File: src/design/lr_pkg.sv
// lr_pkg: shared types, codes and constants for the line rasterizer
// no dependencies; imported by lr_step, line_rasterizer_core, lr_checker and tb_top
package lr_pkg;

  localparam int SCREEN_WIDTH = 240;

  localparam logic CMD_START   = 1'b0;
  localparam logic CMD_ADVANCE = 1'b1;

  typedef struct packed {
    logic               busy;
    logic [7:0]         cur_row;
    logic [7:0]         cur_col;
    logic [7:0]         steps_left;
    logic signed [10:0] error_term;
    logic [7:0]         major_delta;
    logic [7:0]         minor_delta;
    logic               steep;
    logic               row_down;
    logic               col_down;
    logic [15:0]        line_color;
  } line_state_t;

  typedef struct packed {
    logic       cmd;
    logic [7:0] start_row;
    logic [7:0] start_col;
    logic [7:0] end_row;
    logic [7:0] end_col;
    logic [15:0] color;
  } line_word_t;

endpackage

File: src/design/lr_step.sv
// lr_step: next line state and emitted pixel for one input word
// depends on lr_pkg
module lr_step
  import lr_pkg::*;
(
  input  line_state_t state,
  input  line_word_t  word,
  output line_state_t state_nxt,
  output logic        emit,
  output logic [15:0] offset
);

  logic [7:0]         adr;
  logic [7:0]         adc;
  logic               steep_new;
  logic [7:0]         major_new;
  logic [7:0]         minor_new;
  logic [9:0]         diff;
  logic [7:0]         row_stepped;
  logic [7:0]         col_stepped;
  logic [15:0]        row_prod;

  always_comb begin
    adr = (word.end_row >= word.start_row) ? (word.end_row - word.start_row)
                                           : (word.start_row - word.end_row);
    adc = (word.end_col >= word.start_col) ? (word.end_col - word.start_col)
                                           : (word.start_col - word.end_col);
    steep_new = adr > adc;
    major_new = steep_new ? adr : adc;
    minor_new = steep_new ? adc : adr;

    diff        = {2'b00, state.minor_delta} - {2'b00, state.major_delta};
    row_stepped = state.row_down ? (state.cur_row - 8'd1) : (state.cur_row + 8'd1);
    col_stepped = state.col_down ? (state.cur_col - 8'd1) : (state.cur_col + 8'd1);

    state_nxt = state;
    emit      = 1'b0;

    if (word.cmd == CMD_START) begin
      state_nxt.steep       = steep_new;
      state_nxt.row_down    = word.end_row < word.start_row;
      state_nxt.col_down    = word.end_col < word.start_col;
      state_nxt.major_delta = major_new;
      state_nxt.minor_delta = minor_new;
      state_nxt.error_term  = $signed({2'b00, minor_new, 1'b0} - {3'b000, major_new});
      state_nxt.steps_left  = major_new;
      state_nxt.cur_row     = word.start_row;
      state_nxt.cur_col     = word.start_col;
      state_nxt.line_color  = word.color;
      state_nxt.busy        = major_new != 8'd0;
      emit                  = 1'b1;
    end else if (state.busy) begin
      if (state.steep) begin
        state_nxt.cur_row = row_stepped;
      end else begin
        state_nxt.cur_col = col_stepped;
      end
      if (state.error_term > 11'sd0) begin
        if (state.steep) begin
          state_nxt.cur_col = col_stepped;
        end else begin
          state_nxt.cur_row = row_stepped;
        end
        state_nxt.error_term = state.error_term + $signed({diff, 1'b0});
      end else begin
        state_nxt.error_term = state.error_term +
                               $signed({2'b00, state.minor_delta, 1'b0});
      end
      state_nxt.steps_left = state.steps_left - 8'd1;
      state_nxt.busy       = state.steps_left != 8'd1;
      emit                 = 1'b1;
    end

    row_prod = 16'({8'b0, state_nxt.cur_row} * 16'(SCREEN_WIDTH));
    offset   = row_prod + {8'b0, state_nxt.cur_col};
  end

endmodule

File: src/design/line_rasterizer_core.sv
// line_rasterizer_core: top level of the all-octant line rasterizer
// depends on lr_pkg and lr_step
//
// One word per cycle while in_ready is high. A start word (cmd 0) loads the
// endpoints and color and yields the first pixel; each advance word (cmd 1)
// yields the next pixel, with out_last set on the end endpoint. An advance
// while no line is active is taken and yields nothing. The pixel step, the
// decision-term update and the offset row*240+col are one combinational pass
// from the line state register into the output register, so with out_ready
// held high a word is taken every cycle; in_ready drops only while a pixel
// waits in the output register and out_ready is low.
module line_rasterizer_core
  import lr_pkg::*;
(
  input  logic        clk,
  input  logic        rst_n,
  input  logic        in_valid,
  output logic        in_ready,
  input  logic        in_cmd,
  input  logic [7:0]  in_start_row,
  input  logic [7:0]  in_start_col,
  input  logic [7:0]  in_end_row,
  input  logic [7:0]  in_end_col,
  input  logic [15:0] in_color,
  output logic        out_valid,
  input  logic        out_ready,
  output logic [7:0]  out_pixel_row,
  output logic [7:0]  out_pixel_col,
  output logic [15:0] out_pixel_offset,
  output logic [15:0] out_pixel_color,
  output logic        out_last
);

  line_state_t state_r;
  line_state_t state_nxt;
  line_word_t  word;
  logic        emit;
  logic [15:0] offset;
  logic        in_fire;

  logic        out_valid_r;
  logic [7:0]  row_r;
  logic [7:0]  col_r;
  logic [15:0] offset_r;
  logic [15:0] color_r;
  logic        last_r;

  assign word = '{cmd: in_cmd, start_row: in_start_row, start_col: in_start_col,
                  end_row: in_end_row, end_col: in_end_col, color: in_color};

  lr_step u_step (
    .state     (state_r),
    .word      (word),
    .state_nxt (state_nxt),
    .emit      (emit),
    .offset    (offset)
  );

  assign in_ready = !out_valid_r || out_ready;
  assign in_fire  = in_valid && in_ready;

  always_ff @(posedge clk) begin
    if (!rst_n) begin
      state_r     <= '0;
      out_valid_r <= 1'b0;
    end else begin
      if (in_fire) begin
        state_r     <= state_nxt;
        out_valid_r <= emit;
      end else if (out_ready) begin
        out_valid_r <= 1'b0;
      end
    end
  end

  // output word payload
  always_ff @(posedge clk) begin
    if (in_fire && emit) begin
      row_r    <= state_nxt.cur_row;
      col_r    <= state_nxt.cur_col;
      offset_r <= offset;
      color_r  <= state_nxt.line_color;
      last_r   <= !state_nxt.busy;
    end
  end

  assign out_valid        = out_valid_r;
  assign out_pixel_row    = row_r;
  assign out_pixel_col    = col_r;
  assign out_pixel_offset = offset_r;
  assign out_pixel_color  = color_r;
  assign out_last         = last_r;

endmodule

File: config.mk
export PLATFORM = sky130hd
export DESIGN_NAME = line_rasterizer_core
export DESIGN_NICKNAME = d
export VERILOG_FILES = /design/src/design/lr_pkg.sv /design/src/design/lr_step.sv /design/src/design/line_rasterizer_core.sv
export SDC_FILE = /design/constraint.sdc
export NUM_CORES = 1
export LEC_CHECK = 0
export BUFFER_PORTS_ARGS = -buffer_cell sky130_fd_sc_hd__buf_2
export CELL_PAD_IN_SITES_DETAIL_PLACEMENT = 0
export CELL_PAD_IN_SITES_GLOBAL_PLACEMENT = 2
export CORE_MARGIN = 2
export CORE_UTILIZATION = 30
export CTS_BUF_LIST = sky130_fd_sc_hd__clkbuf_16
export DETAILED_ROUTE_END_ITERATION = 12
export HOLD_SLACK_MARGIN = 0.08
export PLACE_DENSITY_LB_ADDON = 0.1
export SYNTH_ARGS = -nofsm -noshare
export SYNTH_HDL_FRONTEND = slang
export SYNTH_HIERARCHICAL = 1
export SYNTH_SLANG_ARGS = --single-unit
File: constraint.sdc
create_clock -name clk -period 6 [get_ports clk]
set_input_delay 0.6 -clock clk [delete_from_list [all_inputs] [get_ports clk]]
set_output_delay 0.6 -clock clk [all_outputs]
set_load 0.01 [all_outputs]
# Word-level counts from Yosys, hierarchy flattened
# Index checks and enable logic that the tools add are counted.
[totals]
word_cells = 69
inputBits = 53
reg_bits = 121
[classes]
n_reduce_logical = 9
bitwise_logic = 1
addsub = 14
order_cmp = 6
n_mul = 1
eq_ne = 2
muxes = 19
[op_table]
columns = ["operator", "count"]
rows = [
  ["8-bit 2-to-1 mux", 10],
  ["36-bit 2-to-1 mux", 2],
  ["16-bit 2-to-1 mux", 2],
  ["8-bit subtractor", 4],
  ["8-bit by 1-bit subtractor with 8-bit output (second input constant)", 3],
  ["16-bit by 8-bit adder with 16-bit output", 1],
  ["8-bit by 1-bit adder with 8-bit output (second input constant)", 2],
  ["8-bit >= comparator", 2],
  ["8-bit < comparator", 2],
  ["8-bit by 4-bit multiplier with 12-bit output (second input constant)", 1],
  ["11-bit by 10-bit adder with 11-bit output", 1],
  ["11-bit adder", 1],
  ["11-bit by 1-bit > comparator with 1-bit output (second input constant)", 1],
  ["11-bit 2-to-1 mux", 1],
  ["9-bit by 8-bit subtractor with 10-bit output", 1],
  ["8-bit by 8-bit subtractor with 9-bit output", 1],
  ["8-bit > comparator", 1],
  ["8-bit by 1-bit != test with 1-bit output (second input constant)", 1],
  ["8-bit nonzero test", 1],
  ["1-bit 2-to-1 mux", 4],
  ["2-bit AND reduction", 2],
  ["1-bit logical AND", 2],
  ["1-bit zero test", 2],
  ["2-bit by 1-bit != test with 1-bit output (second input constant)", 1],
  ["other kinds (3)", 3],
]

# Logic depth before layout (Yosys ltp)
# Gate-level depths: netlist (run 1).
[depth]
depth_word = 9
mapped_depth = 31
depth_no_buf = 30

# By module
# Netlist (run 1), hierarchy kept.
[by_module_without_submodules]
columns = ["mod", "instances", "seq_area_each_um2", "cells_per_inst", "area_each_um2"]
rows = [
  ["lr_step", 1, 0.0, 786, 5641.7],
  ["line_rasterizer_core", 1, 2912.8, 364, 4443.0],
]

# Least setup slack after synthesis (run 1)
# OpenSTA, ideal clock, no wires.
[synth_timing]
path_kind = "input port to flip-flop"
from = "input port in_end_col[0]"
to = "register state_r[43] in the netlist's numbering"
arrival_time_ps = 5769
t_required_ps = 5882
setup_ps = 118
path_slack_ps = 113
cell_stages = 29
path_buffers = 1
cell_sequence = "inv_1 -> ha_1 -> inv_1 -> fa_1 -> nand3_1 -> and4b_4 -> o21ai_1 -> a221oi_1 -> o31ai_1 -> a31oi_1 -> xor2_1 -> inv_2 -> ha_1 -> a21oi_1 -> o21ai_1 -> o21bai_1 -> clkbuf_1 -> a21oi_1 -> fa_1 -> a21o_1 -> a21oi_1 -> o21bai_1 -> a21oi_1 -> o21ai_0 -> a21oi_1 -> o2111a_1 -> nor3_2 -> nand2_1 -> mux2i_1"
[synth_rtl]
columns = ["element", "line", "source"]
rows = [
  ["start, declared", "line_rasterizer_core.sv:23", "input logic [7:0] in_end_col,"],
  ["end signal, assigned", "line_rasterizer_core.sv:68", "state_r <= state_nxt;"],
  ["end, declared", "line_rasterizer_core.sv:34", "line_state_t state_r;"],
]

==> impl_metrics.yaml, run 1 <==
floorplanning:
  die_h_um: 187
  die_area_um2: 35100
  start_util: 0.303
  io_pins: 104
  coreArea_um2: 33300
  die_x_um: 187
  rows: 67
timing:
  hold_viol: 0
  report.final.slew_viol_count: 0
  layout_min_cycle_time_ns: 5.57
  post-route-period-util: 0.929
  worst_slew_pin_slew_ns: 0.856
  fin_skew_ns: 0.00891
  setup-violations-final: 0
  max_clock_freq_ghz: 0.179
  relSlewSlack: 0.430
  rsz0062_at_grt: "false"
  hold_slack_ns: 0.454
global_route:
  grtUsageTotal: 0.161
  grt_pass1_vias: 8199
  grt_pass1_wl_um: 44400
  grt_max_degree: 76
  overflow: 0
  antenna_found_initial: 0
clock_tree:
  hold_buffers: 0
  cts-root-buf: "clkbuf_16"
  insertion_delay_ns: 0.44
  clk_pin_slew_ns: 0.06
  htreeDepth: 4
  clockBufferDepth: 2
  cts.sinks: 121
  cts_tree: "built"
  numCtsBuffers: 17
run:
  max_cap_viol_count: 0
synthesis:
  netlist_area_um2: 10100
  postSynthCellCount: 1150
  synth_cell_type_count: 84
  synth.largest_area_cell: "edfxtp_1"
  synth_edf_count: 49
  synth-seq-area-share: 0.289
  synth-async-reset-ratio: 0
  yosys_warnings: 6
  ys_seq_elements: 121
  avgSynthCellArea_um2: 8.77
  yosys-top-cells-area: "edfxtp_1 15%, dfxtp_1 14%, ha_1 12%, mux2i_1 9.0%, nand2_1 7.5%"
  synth_top_area_frac: 0.146
  syn-num-nets: 1316
  ys.flop_type: "dfxtp_1"
cells_and_area:
  n_antenna_cell: 0
  num-fill-cells: 3478
  area_delta_synth_final_pct: 18.6
  final_cell_mix: "201 x nand2_1, 110 x inv_1, 101 x buf_2"
  regArea_um2: 2910
  layout_commonest_cell: "nand2_1"
  nets: 1464
  multi_input_area_um2: 6430
  layout-drive-gt1-share: 0.210
  fin_util: 0.359
setup_path:
  slowest_stage: "or3b_2"
  cp_max_fo: 4
  arrival_ns: 5.88
  worst-path-stages: 32
  critical_path.startpoint: "in_end_col[0]"
  regToRegSetupSlack_ns: 0.68
  reg2regPathDepth: 24
  slowest_delay_ns: 0.44
  cp.buffers_inverters: 6
  cp_top_family: "simple AND/OR/NAND/NOR gates"
  worst_ep_required_time_ns: 6.31
  crit_path_start_kind: "input port"
  reg2reg_to: "out_pixel_offset[15]$_DFFE_PP_"
  worstSetupPathType: "in2reg"
  critPathCaptureType: "flop"
  r2r-start: "state_r[37]$_SDFFE_PN0P_"
power_and_ir_drop:
  p_per_area_nw_per_um2: 437
  vdd_drop_max_mv: 0.224
  power.leakage_nw: 5.48
  p_total_mw: 5.23
route:
  remaining_drc_errors: 0
  vias: 8131
  drt_pass1_iterations: 4
  wl_um: 27300
  drtAntennaViolNets: 0
  viasPerCell: 4.62
  first_iter_violations: 337
  wl_per_cell_um: 15.5
placed_design:
  hpwl_um: 20500
  portBuffers: 103
  place_congestion: 0.780
min_path:
  min_to: "state_r[15]$_SDFFE_PN0P_"
  whs_path_depth: 2
  hold_class: "reg2reg"
  hp-start: "state_r[15]$_SDFFE_PN0P_"
status:
  status: "complete, no violations"
==> repair_timing <==
action,4_1_cts,5_1_grt
gates resized for setup,0,12
setup endpoints to repair,0,7
endpoints found under the hold margin,0,0
buffers inserted,0,1
==> worst max-delay path by stage <==
stage	slack [ns]	end
6_report	0.43	state_r[43]$_SDFFE_PN0P_
5_1_grt	0.009	out_pixel_offset[15]$_DFFE_PP_
4_1_cts	0.26	state_r[43]$_SDFFE_PN0P_
3_5_place_dp	-0.21	state_r[43]$_SDFFE_PN0P_
3_3_place_gp	-0.05	state_r[43]$_SDFFE_PN0P_
2_1_floorplan	0.11	state_r[43]$_SDFFE_PN0P_
==> logic make-up after synthesis <==
| kind of cell | synth area share |
|---|---|
| DFF | 0.289 |
| buffers and inverters | 0.0784 |
| and+or+nand+nor | 0.145 |
| adders and majority gates | 0.153 |
| xor gates and xnor gates | 0.0581 |
| muxes | 0.128 |
| AOI/OAI and AO/OA | 0.149 |
==> area by class of cell <==
| cell class | count | area share |
|---|---|---|
| multi-input cells | 867 | 0.538 |
| flip-flops and latches | 121 | 0.244 |
| repair buffers | 181 | 0.0925 |
| well taps | 448 | 0.0469 |
| clock buffers | 17 | 0.0356 |
| inverters | 110 | 0.0345 |
| clock inverters | 15 | 0.00942 |
==> Yosys cell counts, types with 3 or more instances <==
| master | number |
|---|---|
| nand2b_1 | 5 |
| nor3_1 | 5 |
| buf_12 | 8 |
| nor2b_1 | 11 |
| xnor2_1 | 47 |
| mux2i_1 | 91 |
| fa_1 | 15 |
| o31ai_1 | 6 |
| clkbuf_1 | 23 |
| ha_1 | 98 |
| dfxtp_1 | 72 |
| nor3b_1 | 3 |
| nand4_1 | 6 |
| inv_2 | 3 |
| o21ai_1 | 9 |
| or2_2 | 3 |
| o21a_1 | 6 |
| o21bai_1 | 10 |
| a211oi_1 | 6 |
| and3_1 | 4 |
| a21o_1 | 27 |
| nor4_1 | 5 |
| o211ai_1 | 8 |
| a31oi_1 | 6 |
| a21oi_1 | 77 |
| nor2_1 | 48 |
| inv_1 | 107 |
| and2_1 | 5 |
| buf_2 | 11 |
| and4_1 | 4 |
| a21boi_0 | 5 |
| o21ai_0 | 45 |
| buf_4 | 7 |
| edfxtp_1 | 49 |
| xor2_1 | 18 |
| o22ai_1 | 3 |
| nand3_1 | 9 |
| nand2_1 | 201 |
| nand3b_1 | 3 |
| mux2_2 | 30 |
==> tightest hold or removal path: cells and delay by family (launching register included) <==
family | cells | cell delay (ns)
DFF | 1 | 0.30
muxes | 1 | 0.05
and+or+nand+nor | 1 | 0.05
==> sequential cells by signal, summed over array words and instances, names as in the netlist <==
name and cells:
out_pixel_color 16, out_pixel_offset 16, out_last 1, out_pixel_col 8
out_valid 1, state_r 71, out_pixel_row 8
==> per-layer routing <==
metal | GRT usage | wire (µm) | vias to the layer above
li1 | - | - | 4273
met5 | 0 | 0 | -
met4 | 0.0424 | 278 | 0
met3 | 0.0338 | 779 | 14
met1 | 0.220 | 14000 | 3752
met2 | 0.259 | 12300 | 92
==> power breakdown <==
part / switching [mW] / leakage, nW / internal [mW]
clock: 0.419 / 0.266 / 0.561
sequential: 0.0920 / 1.06 / 1.03
combinational: 1.70 / 4.16 / 1.44
==> stage by stage <==
stage	TNS, ns	cells	setup slack, ns	instance area, µm²
floorplan	0	1150	0.113	10100
global placement	-0.0525	1726	-0.0525	11400
detailed placement	-0.268	1726	-0.207	11400
CTS	0	1758	0.256	11900
global route	0	1759	0.00873	12000
finish	0	1759	0.427	12000
Note: power is estimated with default switching activity, not from simulation.
==> run 2: changes to the inputs <==
- CORE_UTILIZATION: 30 -> 34
==> impl_metrics.yaml, run 2 (synthesis results as in run 1) <==
run:
  max_cap_viol_count: 0
timing:
  report.final.slew_viol_count: 0
  layout_setup_ws_ns: 0.377
  layout_min_cycle_time_ns: 5.62
  hold_slack_ns: 0.454
  relSlewSlack: 0.432
  post-route-period-util: 0.937
  rsz0062_at_grt: "true"
  worst_slew_pin_slew_ns: 0.852
  setup-violations-final: 0
  fin_skew_ns: 0.0143
  hold_viol: 0
  tns_ns: 0
  max_clock_freq_ghz: 0.178
power_and_ir_drop:
  p_per_area_nw_per_um2: 441
  power.internal_mw: 3.04
  p_total_mw: 5.20
  switching_share: 0.414
  clkPwrFrac: 0.202
  vdd_drop_max_mv: 0.234
  power_frac_comb: 0.582
  power.share.sequential: 0.215
  power.leakage_nw: 5.42
  p_switching_mw: 2.15
clock_tree:
  clk_pin_slew_ns: 0.07
  numCtsBuffers: 17
  clockBufferDepth: 2
  hold_buffers: 0
  insertion_delay_ns: 0.43
  cts_tree: "built"
  cts-root-buf: "clkbuf_16"
  htreeDepth: 4
  cts.sinks: 121
status:
  status: "complete, no violations"
setup_path:
  cp.buffers_inverters: 6
  crit_path_end: "state_r[43]$_SDFFE_PN0P_"
  crit_path_start_kind: "input port"
  critical_path.startpoint: "in_end_col[0]"
  reg2reg_to: "out_pixel_offset[15]$_DFFE_PP_"
  path_common_cell: "inv_1"
  arrival_ns: 5.92
  cp_top_family: "compound AO/OA/AOI/OAI gates"
  worst_ep_required_time_ns: 6.29
  slowest_delay_ns: 0.45
  reg2regPathDepth: 22
  slowest_stage: "or3b_2"
  cp_max_fo: 4
  r2r-start: "state_r[35]$_SDFFE_PN0P_"
  worstSetupPathType: "in2reg"
  regToRegSetupSlack_ns: 0.41
  worst-path-stages: 32
  critPathCaptureType: "flop"
floorplanning:
  io_pins: 104
  die_h_um: 176
  die_area_um2: 31100
  coreArea_um2: 29400
  rows: 63
  die_x_um: 176
  start_util: 0.343
placed_design:
  hpwl_um: 19300
  place_ws_ns: -0.128
  place_congestion: 0.813
  place_area_um2: 11200
  portBuffers: 103
cells_and_area:
  nets: 1446
  area_delta_synth_final_pct: 16.9
  postLayoutCellArea_um2: 11800
  layout-drive-gt1-share: 0.196
  layout_commonest_cell: "nand2_1"
  top_register: "state_r"
  n_antenna_cell: 0
  largest_register_ff_count: 71
  final_cell_mix: "201 x nand2_1, 109 x inv_1, 101 x buf_2"
global_route:
  antenna_found_initial: 0
  overflow: 0
  grt_pass1_vias: 7875
  grt_max_degree: 85
  grtUsageTotal: 0.172
  grt_pass1_wl_um: 42200
route:
  vias: 8077
  drtAntennaViolNets: 0
  wl_per_cell_um: 15.5
  first_iter_violations: 275
  remaining_drc_errors: 0
  wl_um: 26100
  drt_pass1_iterations: 4
  viasPerCell: 4.80
min_path:
  hold_class: "reg2reg"
-- run 2: cell types whose count changed in the layout (fill, tap and decap cells not counted), moves of 2 or more --
cell       before  now
a21oi_2         4    2
a21oi_1        73   75
bufinv_16       1    3
buf_4          80   62
-- run 2: final cells by class --
type,instances,area (µm²)
flip-flops and latches,121,2910
multi-input cells,867,6420
inverters,110,413
clock inverters,15,160
well taps,390,488
fillers,3027,17600
clock buffers,17,425
repair buffers,163,971
-- run 2: repair_timing --
item / CTS / global route
buffers inserted: 0 / 0
resized for setup: 0 / 6
hold endpoints to repair: 0 / 0
setup endpoints to repair: 0 / 5
-- run 2: how the worst min path moves through the flow --
stage,start,end,slack [ns],cells after the start
after global placement,state_r[14]$_SDFFE_PN0P_,state_r[14]$_SDFFE_PN0P_,0.44,2
after floorplan,state_r[0]$_SDFFE_PN0P_,state_r[0]$_SDFFE_PN0P_,0.43,2
final,state_r[12]$_SDFFE_PN0P_,state_r[12]$_SDFFE_PN0P_,0.45,2
after detailed placement,state_r[2]$_SDFFE_PN0P_,state_r[2]$_SDFFE_PN0P_,0.45,2
after global routing,in_color[11],out_pixel_color[11]$_DFFE_PP_,0.47,2
after CTS,out_ready,out_valid$_SDFFE_PN0P_,0.46,3
-- run 2: worst min-delay path, delay by kind of cell (launching register included) --
family,cells,cell delay [ns]
multiplexers,1,0.05
flip-flops,1,0.31
AND/OR/NAND/NOR,1,0.05
-- run 2: power groups by stage --
stage | Combinational, mW | Sequential, mW | Clock, mW
floorplan | 2.10 | 1.14 | 0
global placement | 3.02 | 1.13 | 0
detailed placement | 3.01 | 1.14 | 0
CTS | 3.02 | 1.12 | 1.09
global route | 3.39 | 1.14 | 1.12
finish | 3.03 | 1.12 | 1.05
-- run 2: layer usage --
layer  wire length, µm  track usage  vias to the layer above
met2             11400        0.274                      111
met1             13700        0.244                     3724
met5                 0            0                        -
met4               216       0.0396                        0
met3               816       0.0276                       14
li1                  -            -                     4228
-- run 2: through the flow --
step,std cells,util
floorplan,1150,-
global placement,1651,0.380
detailed placement,1651,0.380
CTS,1683,0.400
global route,1683,0.401
finish,1683,0.401
==> run 3: changes to the inputs <==
- ABC_AREA: default -> 1
- BUFFER_PORTS_ARGS: -buffer_cell sky130_fd_sc_hd__buf_2 -> default
- CORE_UTILIZATION: 34 -> 33
- CTS_CLUSTER_DIAMETER: default -> 120
- DONT_BUFFER_PORTS: default -> 1
==> impl_metrics.yaml, run 3 <==
status:
  status: "complete, no violations"
synthesis:
  yosys-top-cells-area: "nand2_1 16%, edfxtp_1 13%, dfxtp_1 13%, ha_1 11%, inv_1 9.4%"
  synth_edf_count: 49
  synth_top_area_frac: 0.163
  netlist_area_um2: 11300
  ys_seq_elements: 121
  synth.largest_area_cell: "nand2_1"
  yosys_warnings: 6
  synth_cell_type_count: 54
  avgSynthCellArea_um2: 6.55
  postSynthCellCount: 1717
  ys.flop_type: "dfxtp_1"
  synth-async-reset-ratio: 0
  yosysMostFrequentCell: "nand2_1"
  syn-num-nets: 1883
  synth-seq-area-share: 0.259
  synthTopCellsByCount: "490 x nand2_1, 283 x inv_1, 153 x nand3_1"
timing:
  layout_min_cycle_time_ns: 5.01
  worst_slew_pin_slew_ns: 0.834
  report.final.slew_viol_count: 0
  fin_skew_ns: 0.0126
  relSlewSlack: 0.443
  tns_ns: 0
  post-route-period-util: 0.835
  setup-violations-final: 0
  hold_viol: 0
  rsz0062_at_grt: "false"
  max_clock_freq_ghz: 0.200
setup_path:
  cp_max_fo: 14
  reg2regPathDepth: 24
  critPathCaptureType: "flop"
  r2r-start: "state_r[37]$_SDFFE_PN0P_"
  crit_path_end: "out_pixel_offset[14]$_DFFE_PP_"
  worst_ep_required_time_ns: 6.18
  crit_path_start_kind: "flop"
  arrival_ns: 5.19
  worstSetupPathType: "reg2reg"
  reg2reg_to: "out_pixel_offset[14]$_DFFE_PP_"
  regToRegSetupSlack_ns: 0.99
  critical_path.startpoint: "state_r[37]$_SDFFE_PN0P_"
cells_and_area:
  largest_register_ff_count: 71
  postLayoutCellArea_um2: 12100
  num-fill-cells: 3737
  top_register: "state_r"
  regArea_um2: 2910
  final_cell_mix: "490 x nand2_1, 282 x inv_1, 153 x nand3_1"
  nets: 1844
  layout_commonest_cell: "nand2_1"
  area_delta_synth_final_pct: 7.27
  multi_input_area_um2: 6880
  n_antenna_cell: 0
  layout-drive-gt1-share: 0.0603
global_route:
  overflow: 0
  grt_pass1_vias: 9746
  antenna_found_initial: 0
  grt_max_degree: 145
  grt_pass1_wl_um: 53800
  grtUsageTotal: 0.191
clock_tree:
  insertion_delay_ns: 0.43
  hold_buffers: 0
  ctsResizeCount: 0
  clk_pin_slew_ns: 0.07
  cts.sinks: 121
  postCtsSetupBuffers: 0
  cts-root-buf: "clkbuf_16"
  cts_tree: "built"
  clockBufferDepth: 2
  numCtsBuffers: 17
  htreeDepth: 4
placed_design:
  portBuffers: 0
  place_congestion: 0.823
  place_area_um2: 11500
  hpwl_um: 24100
route:
  remaining_drc_errors: 0
  drtAntennaViolNets: 0
  wl_um: 33000
  vias: 10123
  viasPerCell: 4.73
  drt_pass1_iterations: 5
  first_iter_violations: 530
  wl_per_cell_um: 15.5
floorplanning:
  die_x_um: 189
  start_util: 0.336
  rows: 67
  coreArea_um2: 33500
  die_area_um2: 35600
  die_h_um: 189
  io_pins: 104
power_and_ir_drop:
  vdd_drop_max_mv: 0.266
  power.leakage_nw: 6.22
  p_per_area_nw_per_um2: 377
min_path:
  hold_class: "in2reg"
  hp-start: "rst_n"
run:
  max_cap_viol_count: 0
[run 3: final cells by class]
cell class / instances / share of cell area
Tap cell: 448 / 0.0464
Clock inverter: 15 / 0.0118
Timing Repair Buffer: 7 / 0.00435
Sequential cell: 121 / 0.241
Multi-Input combinational cell: 1238 / 0.570
Clock buffer: 17 / 0.0352
Inverter: 293 / 0.0911
[run 3: through the flow]
stage                     power [mW]  hold WS (ns)  setup slack, ns  cells   util
after floorplan                 3.02         0.452             1.60   1717      -
after global placement          3.56         0.460            0.736   2107  0.343
after detailed placement        3.53         0.468            0.735   2107  0.343
final                           4.55         0.305            0.989   2139  0.360
after global routing            5.01         0.284            0.515   2139  0.360
after CTS                       4.61         0.275            0.951   2139  0.360
[run 3: worst min-delay path by stage]
stage	depth (start not counted)	endpoint	slack, ns
after floorplan	2	state_r[28]$_SDFFE_PN0P_	0.45
after global placement	2	state_r[29]$_SDFFE_PN0P_	0.46
after detailed placement	2	state_r[29]$_SDFFE_PN0P_	0.47
after CTS	2	out_valid$_SDFFE_PN0P_	0.27
after global routing	2	state_r[8]$_SDFFE_PN0P_	0.28
final	2	state_r[8]$_SDFFE_PN0P_	0.31
[run 3: power breakdown]
| group | internal, mW | switching (mW) | leakage [nW] | total (mW) |
|---|---|---|---|---|
| clock | 0.554 | 0.488 | 0.275 | 1.04 |
| combinational | 0.870 | 1.52 | 4.88 | 2.39 |
| sequential | 1.02 | 0.102 | 1.07 | 1.12 |
[run 3: per-layer routing]
| layer | part of all wire | track usage | vias to the layer above | wire length, µm |
|---|---|---|---|---|
| met5 | 0 | 0 | - | 0 |
| met4 | 0.016 | 0.0499 | 0 | 528 |
| met3 | 0.032 | 0.0315 | 21 | 1050 |
| met2 | 0.46 | 0.315 | 143 | 15200 |
| met1 | 0.49 | 0.257 | 4567 | 16300 |
| li1 | - | - | 5392 | - |
[run 3: cell families after synthesis]
| logic type | synth area share |
|---|---|
| buffers and inverters | 0.131 |
| adders and majority gates | 0.136 |
| AOI/OAI and AO/OA | 0.114 |
| and+or+nand+nor | 0.322 |
| xor gates and xnor gates | 0.0381 |
| DFF | 0.259 |
[run 3: worst max-delay path, stage by stage, from the launching register on]
cell	delay, ns
dfxtp_1	0.36
nor2_1	0.13
nand3_1	0.17
o21ai_4	0.40
inv_2	0.20
o21ai_2	0.09
nand3_1	0.16
o21ai_2	0.26
xor2_1	0.26
inv_1	0.10
ha_1	0.28
ha_1	0.29
inv_1	0.06
xor2_1	0.17
fa_1	0.50
inv_1	0.05
ha_1	0.33
nand2_1	0.07
nor2_1	0.08
a211oi_1	0.07
nor2_1	0.19
nand2_1	0.08
nor2_1	0.18
nand3_1	0.11
xor2_1	0.15
